==> src/design/tsc_pkg.sv <==
package tsc_pkg;

	localparam int unsigned MEM_DEPTH_DEF = 4096;
	localparam int unsigned WORD_W        = 32;
	localparam int unsigned OPC_W         = 8;
	localparam int unsigned SHAMT_W       = $clog2(WORD_W);
	localparam int unsigned CODE_SIZE_W   = 13;
	localparam int unsigned LOAD_ADDR_W   = 12;
	localparam int unsigned STATUS_W      = 3;

	// s_tdata: load_addr, load_data, zero pad
	localparam int unsigned IN_USED_W = LOAD_ADDR_W + WORD_W;
	localparam int unsigned IN_W      = ((IN_USED_W + 7) / 8) * 8;
	// m_tdata: status, stopped, reg_a_out, reg_b_out, stack_ptr_out, prog_ctr_out,
	// executed_count, zero pad
	localparam int unsigned OUT_USED_W = STATUS_W + 1 + 5 * WORD_W;
	localparam int unsigned OUT_W      = ((OUT_USED_W + 7) / 8) * 8;

	typedef enum logic [OPC_W-1:0] {
		OP_LDC  = 8'd0,
		OP_ADC  = 8'd1,
		OP_LDL  = 8'd2,
		OP_STL  = 8'd3,
		OP_LDNL = 8'd4,
		OP_STNL = 8'd5,
		OP_ADD  = 8'd6,
		OP_SUB  = 8'd7,
		OP_SHL  = 8'd8,
		OP_SHR  = 8'd9,
		OP_ADJ  = 8'd10,
		OP_A2SP = 8'd11,
		OP_SP2A = 8'd12,
		OP_CALL = 8'd13,
		OP_RET  = 8'd14,
		OP_BRZ  = 8'd15,
		OP_BRLZ = 8'd16,
		OP_BR   = 8'd17,
		OP_HALT = 8'd18
	} opc_t;

	typedef enum logic [STATUS_W-1:0] {
		ST_OK      = 3'd0,
		ST_HALT    = 3'd1,
		ST_PC      = 3'd2,
		ST_MEM     = 3'd3,
		ST_OPC     = 3'd4,
		ST_STOPPED = 3'd5
	} status_t;

	typedef enum logic {
		REQ_LOAD = 1'b0,
		REQ_STEP = 1'b1
	} req_t;

	typedef struct packed {
		logic [WORD_W-1:0] a;
		logic [WORD_W-1:0] b;
		logic [WORD_W-1:0] sp;
		logic [WORD_W-1:0] pc;
		logic [WORD_W-1:0] cnt;
		logic              run;
	} arch_t;

	localparam arch_t ARCH_RST = '{a: '0, b: '0, sp: '0, pc: '0, cnt: '0, run: 1'b1};

	typedef struct packed {
		arch_t             nxt;
		status_t           status;
		logic              rd;
		logic              wr;
		logic [WORD_W-1:0] ea;
		logic [WORD_W-1:0] wdata;
	} exec_t;

endpackage

==> src/design/tsc_exec.sv <==
module tsc_exec #(
	parameter int unsigned MEM_DEPTH = tsc_pkg::MEM_DEPTH_DEF
) (
	input  tsc_pkg::arch_t                   cur,
	input  logic [tsc_pkg::WORD_W-1:0]       inst,
	input  logic [tsc_pkg::CODE_SIZE_W-1:0]  code_size,
	output tsc_pkg::exec_t                   ex
);
	import tsc_pkg::*;

	logic [WORD_W-1:0] opr;
	logic [WORD_W-1:0] pc1;
	logic [WORD_W-1:0] base;
	logic [WORD_W-1:0] shl_v;
	logic [WORD_W-1:0] shr_v;
	logic [WORD_W:0]   ea;
	logic              ea_ok;
	logic              pc_bad;
	logic              big_shift;
	opc_t              opc;

	assign opc       = opc_t'(inst[OPC_W-1:0]);
	assign opr       = WORD_W'($signed(inst) >>> OPC_W);
	assign pc1       = cur.pc + WORD_W'(1);
	assign pc_bad    = (cur.pc >= WORD_W'(code_size)) || (cur.pc >= WORD_W'(MEM_DEPTH));
	assign base      = (opc == OP_LDL || opc == OP_STL) ? cur.sp : cur.a;
	// exact sum, no wrap
	assign ea        = {base[WORD_W-1], base} + {opr[WORD_W-1], opr};
	assign ea_ok     = !ea[WORD_W] && (ea[WORD_W-1:0] < WORD_W'(MEM_DEPTH));
	assign big_shift = |cur.a[WORD_W-1:SHAMT_W];
	assign shl_v     = big_shift ? '0 : (cur.b << cur.a[SHAMT_W-1:0]);
	assign shr_v     = big_shift ? {WORD_W{cur.b[WORD_W-1]}}
	                             : WORD_W'($signed(cur.b) >>> cur.a[SHAMT_W-1:0]);

	always_comb begin
		ex        = '0;
		ex.nxt    = cur;
		ex.status = ST_OK;
		ex.ea     = ea[WORD_W-1:0];
		ex.wdata  = cur.a;
		if (!cur.run) begin
			ex.status = ST_STOPPED;
		end else if (pc_bad) begin
			ex.nxt.run = 1'b0;
			ex.status  = ST_PC;
		end else begin
			ex.nxt.pc  = pc1;
			ex.nxt.cnt = cur.cnt + WORD_W'(1);
			case (opc)
				OP_LDC: begin
					ex.nxt.b = cur.a;
					ex.nxt.a = opr;
				end
				OP_ADC: ex.nxt.a = cur.a + opr;
				OP_LDL: begin
					ex.nxt.b = cur.a;
					ex.rd    = ea_ok;
				end
				OP_STL: begin
					ex.wr = ea_ok;
					if (ea_ok) begin
						ex.nxt.a = cur.b;
					end
				end
				OP_LDNL: ex.rd = ea_ok;
				OP_STNL: begin
					ex.wr    = ea_ok;
					ex.wdata = cur.b;
				end
				OP_ADD: ex.nxt.a = cur.a + cur.b;
				OP_SUB: ex.nxt.a = cur.b - cur.a;
				OP_SHL: ex.nxt.a = shl_v;
				OP_SHR: ex.nxt.a = shr_v;
				OP_ADJ: ex.nxt.sp = cur.sp + opr;
				OP_A2SP: begin
					ex.nxt.sp = cur.a;
					ex.nxt.a  = cur.b;
				end
				OP_SP2A: begin
					ex.nxt.b = cur.a;
					ex.nxt.a = cur.sp;
				end
				OP_CALL: begin
					ex.nxt.b  = cur.a;
					ex.nxt.a  = pc1;
					ex.nxt.pc = pc1 + opr;
				end
				OP_RET: begin
					ex.nxt.pc = cur.a;
					ex.nxt.a  = cur.b;
				end
				OP_BRZ: begin
					if (cur.a == '0) begin
						ex.nxt.pc = pc1 + opr;
					end
				end
				OP_BRLZ: begin
					if (cur.a[WORD_W-1]) begin
						ex.nxt.pc = pc1 + opr;
					end
				end
				OP_BR: ex.nxt.pc = pc1 + opr;
				OP_HALT: begin
					ex.nxt.run = 1'b0;
					ex.status  = ST_HALT;
				end
				default: begin
					ex.nxt.run = 1'b0;
					ex.status  = ST_OPC;
				end
			endcase
			// memory fault: drop the count, keep the PC bump
			if ((opc == OP_LDL || opc == OP_STL || opc == OP_LDNL || opc == OP_STNL)
			    && !ea_ok) begin
				ex.nxt.cnt = cur.cnt;
				ex.nxt.run = 1'b0;
				ex.status  = ST_MEM;
			end
		end
	end

endmodule

==> config.mk <==
export PLATFORM = sky130hd
export DESIGN_NAME = tsc_exec
export DESIGN_NICKNAME = d
export VERILOG_FILES = /design/src/design/tsc_pkg.sv /design/src/design/tsc_exec.sv
export SDC_FILE = /design/constraint.sdc
export NUM_CORES = 1
export LEC_CHECK = 0
export BUFFER_PORTS_ARGS = -buffer_cell sky130_fd_sc_hd__buf_4
export CORE_MARGIN = 2
export CORE_UTILIZATION = 30
export DETAILED_ROUTE_END_ITERATION = 16
export SETUP_SLACK_MARGIN = 0.4
export SYNTH_ARGS = -nofsm -noshare
export SYNTH_HDL_FRONTEND = slang
export SYNTH_SLANG_ARGS = --single-unit
==> constraint.sdc <==
create_clock -name vclk -period 8.7
set_clock_uncertainty 0.15 [all_clocks]
set_input_delay 0.87 -clock vclk [all_inputs]
set_output_delay 0.87 -clock vclk [all_outputs]
set_load 0.01 [all_outputs]
# Yosys cells after proc, flatten, opt, wreduce, memory -nomap -nowiden
# Cells that the tools add are included.
[totals]
regBits = 0
inputBits = 206
wordCells = 71
[classes]
addsub = 8
n_lt_le_gt_ge = 3
eq_ne = 18
n_shift = 2
muxes = 23
n_reduce_logical = 17
[ops]
columns = ["cell", "count"]
rows = [
  ["$mux W32", 10],
  ["$pmux W32 S10", 1],
  ["$mux W161", 1],
  ["$mux W160", 1],
  ["$add A32 B32 Y32", 4],
  ["$pmux W32 S4", 1],
  ["$add A32 B1 Y32 const B", 2],
  ["$eq A8 B4 Y1 const B", 8],
  ["$pmux W32 S2", 1],
  ["$mux W36", 1],
  ["$add A32 B24 Y33", 1],
  ["$eq A8 B3 Y1 const B", 4],
  ["$ge A32 B13 Y1", 1],
  ["$ge A32 B13 Y1 const B", 1],
  ["$logic_not A32 Y1", 1],
  ["$lt A32 B13 Y1 const B", 1],
  ["$shl A32 B5 Y32", 1],
  ["$sshr A32 B5 Y32", 1],
  ["$sub A32 B32 Y32", 1],
  ["$reduce_or A27 Y1", 1],
  ["$eq A8 B5 Y1 const B", 3],
  ["$reduce_or A18 Y1", 1],
  ["$eq A8 B2 Y1 const B", 2],
  ["$eq A8 B1 Y1 const B", 1],
  ["other kinds (11)", 21],
]

# Logic depth before layout (Yosys ltp)
[logic_depth]
ltp_word = 11
mapped_depth = 24
mapped_depth_nobuf = 20

# Least setup slack after synthesis
# No wires, ideal clock.
[synth_path]
path_type = "input port to output port"
startpoint = "input cur[129] (netlist name)"
endpoint = "output ex[95] (netlist name)"
arrival_ns = 6.279
path_slack_ns = 1.401
stages = 20
n_path_buf = 5
cell_sequence = "clkbuf_1 > buf_2 > clkbuf_1 > clkbuf_1 > clkbuf_1 > mux2_2 > ha_1 > fa_1 > a211oi_2 > o211ai_2 > a31oi_2 > nor3_1 > or4_1 > and3_4 > or4b_4 > nor4b_4 > nand4b_4 > a2111oi_4 > nand4_1 > xnor2_1"
[synth_rtl]
columns = ["item", "line", "rtl"]
rows = [
  ["start: declaration", "tsc_exec.sv:4", "input tsc_pkg::arch_t cur,"],
  ["end: declaration", "tsc_exec.sv:7", "output tsc_pkg::exec_t ex"],
]

==> results.py <==
metrics = {
    "status": {
        "status": "finished clean",
    },
    "worst_setup_path": {
        "cp-end-kind": "output port",
        "critPathLaunchType": "primary input",
        "crit_top_cell": "buf_4",
        "critPathMaxFanout": 32,
        "cpPeakStageDelay_ns": 0.54,
        "crit_slowest_cell": "or4b_4",
        "crit_type": "primary input to output port",
        "worstPathArrival_ns": 7.00,
        "required_ns": 7.68,
        "path_cells": "buf_4 > nor3_1 > nand2b_1 > nor3_2 > nand2_1 > buf_4 > mux2_2 > fa_1 > a211oi_2 > o211ai_2 > a31oi_2 > nor3_1 > or4_1 > and3_4 > or4b_4 > nor4b_4 > nand4b_4 > nor2_4 > buf_12 > a2111oi_0 > o21ai_0 > buf_4",
    },
    "sta": {
        "rsz0062_at_grt": "false",
        "setup_viol": 0,
        "finalMaxSlewViolations": 0,
        "setup_tns_ns": 0,
        "final_hold_viol_count": 0,
        "worst_pin_slew_ns": 1.35,
        "maxSlewHeadroom_pct": 8.76,
        "fin_hold_ws_ns": 1.87,
        "max_clock_freq_ghz": 0.125,
        "finalCriticalPeriod_ns": 8.02,
        "finalCritPeriodShare_pct": 92.2,
    },
    "yosys": {
        "yosysWarnings": 0,
        "syn-num-nets": 2989,
        "syn_inst": 2604,
        "netlist_area_um2": 17600,
        "ys_seq_area_share_pct": 0,
        "syn_avg_cell_area_um2": 6.76,
        "yosysUniqueCellTypes": 85,
    },
    "power": {
        "p_sw_share_pct": 58.9,
        "vdd_drop_max_mv": 0.0384,
        "powerDensity_nw_per_um2": 64.3,
        "p_sw_w": 0.000814,
        "pwr-share-comb_pct": 100.0,
        "pwr-share-clk_pct": 0,
        "power.leakage_nw": 9.25,
        "p_int_w": 0.000567,
        "p_seq_share_pct": 0,
    },
    "floorplanning": {
        "die_h_um": 246,
        "row_count": 88,
        "core_um2": 57900,
        "initial_core_util_pct": 30.4,
        "die-area_um2": 60600,
        "die_x_um": 246,
        "ios": 436,
    },
    "global_routing": {
        "grt_max_degree": 62,
        "grt_pass1_wl_mm": 137,
        "grt_overflow_total": 0,
        "grtUsageTotal_pct": 29.4,
        "grt_pass1_vias": 21400,
        "antenna_found_initial": 3,
    },
    "cells_and_area": {
        "final.fill_count": 6397,
        "clkbuf_count": 0,
        "final_nets": 3283,
        "seqCellArea_um2": 0,
        "synthToLayoutAreaGrowth_pct": 22.1,
        "nFlopsAndLatches": 0,
        "layout-drive-gt1-share_pct": 22.4,
        "layout_commonest_cell": "buf_4",
        "final_cell_mix": "buf_4, nand2_1, o21ai_0",
        "multi_input_area_um2": 16700,
    },
    "route": {
        "initialDrtViolationCount": 2540,
        "vias": 22600,
        "route.detailed.drc": 0,
        "top_layer": "met4",
        "wirelength_met1_mm": 38.9,
        "drt_pre_antenna_iters": 7,
        "wl_met2_mm": 41.4,
        "ant_nets": 0,
        "wirelength_mm": 94.1,
        "wl_met3_mm": 8.79,
        "wl_per_cell_um": 25.7,
        "viasPerCell": 6.18,
    },
    "clocking": {
        "hold_buffers": 0,
    },
    "worst_hold_path": {
        "min_path_type": "primary input to output port",
    },
    "placed_design": {
        "io_buffers": 436,
        "gp_congestion": 0.998,
        "dp_hpwl_mm": 75.6,
    },
    "job": {
        "max_cap_viol_count": 0,
    },
}
-- synth_stat cells, types with 8 or more instances --
| library cell | number | share of area, % |
|---|---|---|
| o22ai_1 | 10 | 0.36 |
| or2_2 | 12 | 0.43 |
| o2111ai_1 | 11 | 0.55 |
| and2_1 | 18 | 0.64 |
| o21a_1 | 21 | 0.90 |
| nand3_1 | 69 | 2.0 |
| a211oi_1 | 23 | 0.98 |
| a22oi_1 | 36 | 1.5 |
| and3_1 | 31 | 1.1 |
| o41ai_1 | 8 | 0.40 |
| nand2_1 | 236 | 5.0 |
| nor4_1 | 9 | 0.32 |
| nand2b_1 | 41 | 1.5 |
| o21bai_1 | 31 | 1.3 |
| or4_1 | 12 | 0.51 |
| a222oi_1 | 38 | 2.2 |
| ha_1 | 174 | 12 |
| xor2_1 | 74 | 3.7 |
| o31ai_1 | 16 | 0.68 |
| mux2i_1 | 63 | 3.6 |
| a31oi_1 | 22 | 0.78 |
| mux2_2 | 101 | 6.5 |
| or3_1 | 16 | 0.57 |
| a21oi_1 | 232 | 6.6 |
| a221oi_1 | 30 | 1.5 |
| xnor2_1 | 141 | 7.0 |
| buf_1 | 28 | 0.60 |
| nor2_1 | 235 | 5.0 |
| inv_1 | 71 | 1.5 |
| o21ai_0 | 239 | 6.8 |
| nor2b_1 | 17 | 0.60 |
| mux4_2 | 27 | 3.5 |
| o211ai_1 | 39 | 1.7 |
| clkbuf_1 | 143 | 3.0 |
| nor3_1 | 64 | 1.8 |
| a21o_1 | 77 | 3.3 |
| a32oi_1 | 8 | 0.40 |
| nand4_1 | 46 | 1.6 |
-- area by class of cell --
type / instances / area share, %
multi-input combinational: 2349 / 77.6
timing repair buffer: 474 / 16.6
tap: 765 / 4.45
inverter: 73 / 1.27
antenna: 3 / 0.0349
-- critical path, delay by kind of cell --
family	cells	cell delay (ns)
AND/OR/NAND/NOR	11	3.29
adder cells (fa/ha/maj)	1	0.43
buffers and inverters	4	0.79
AO/OA/AOI/OAI	5	1.24
multiplexers	1	0.35
-- logic make-up after synthesis --
| family | Yosys count | share of synthesized area (%) |
|---|---|---|
| compound gates | 935 | 34.8 |
| fa+ha+maj | 179 | 12.9 |
| xor+xnor | 215 | 10.7 |
| buf+inv | 255 | 5.61 |
| simple gates | 829 | 22.5 |
| mux | 191 | 13.5 |
-- through the flow --
stage	cell area (um2)	std cells	power, W	setup WS (ns)	utilization (%)
global placement	21400	3659	0.00135	0.485	37.0
global route	21500	3664	0.00149	0.405	37.1
finish	21500	3664	0.00138	0.675	37.1
detailed placement	21400	3659	0.00135	0.457	37.0
CTS	21400	3659	0.00135	0.437	37.0
floorplan	17600	2604	0.000836	1.40	-
-- per-layer routing --
| metal | GRT usage (%) | vias up |
|---|---|---|
| met4 | 13.8 | 0 |
| met5 | 0 | - |
| met1 | 39.2 | 10600 |
| met2 | 46.3 | 1321 |
| li1 | - | 10500 |
| met3 | 4.43 | 256 |
-- timing repair --
item / in CTS / in global routing
gates resized for setup: 0 / 8
buffers inserted: 0 / 2
setup endpoints to repair: 0 / 57
-- power by group through the flow --
stage               Sequential (W)  Combinational [W]        Clock [W]
detailed placement               0            0.00135                0
global route                     0            0.00149  0.0000000000462
CTS                              0            0.00135                0
finish                           0            0.00138  0.0000000000463
global placement                 0            0.00135                0
floorplan                        0           0.000836                0
-- final timing paths --
check	startpoint	to	cells after the start
hold / removal	cur[6]	ex[75]	3
setup / recovery	inst[5]	ex[212]	22
Power figures use the tool's default switching activity.
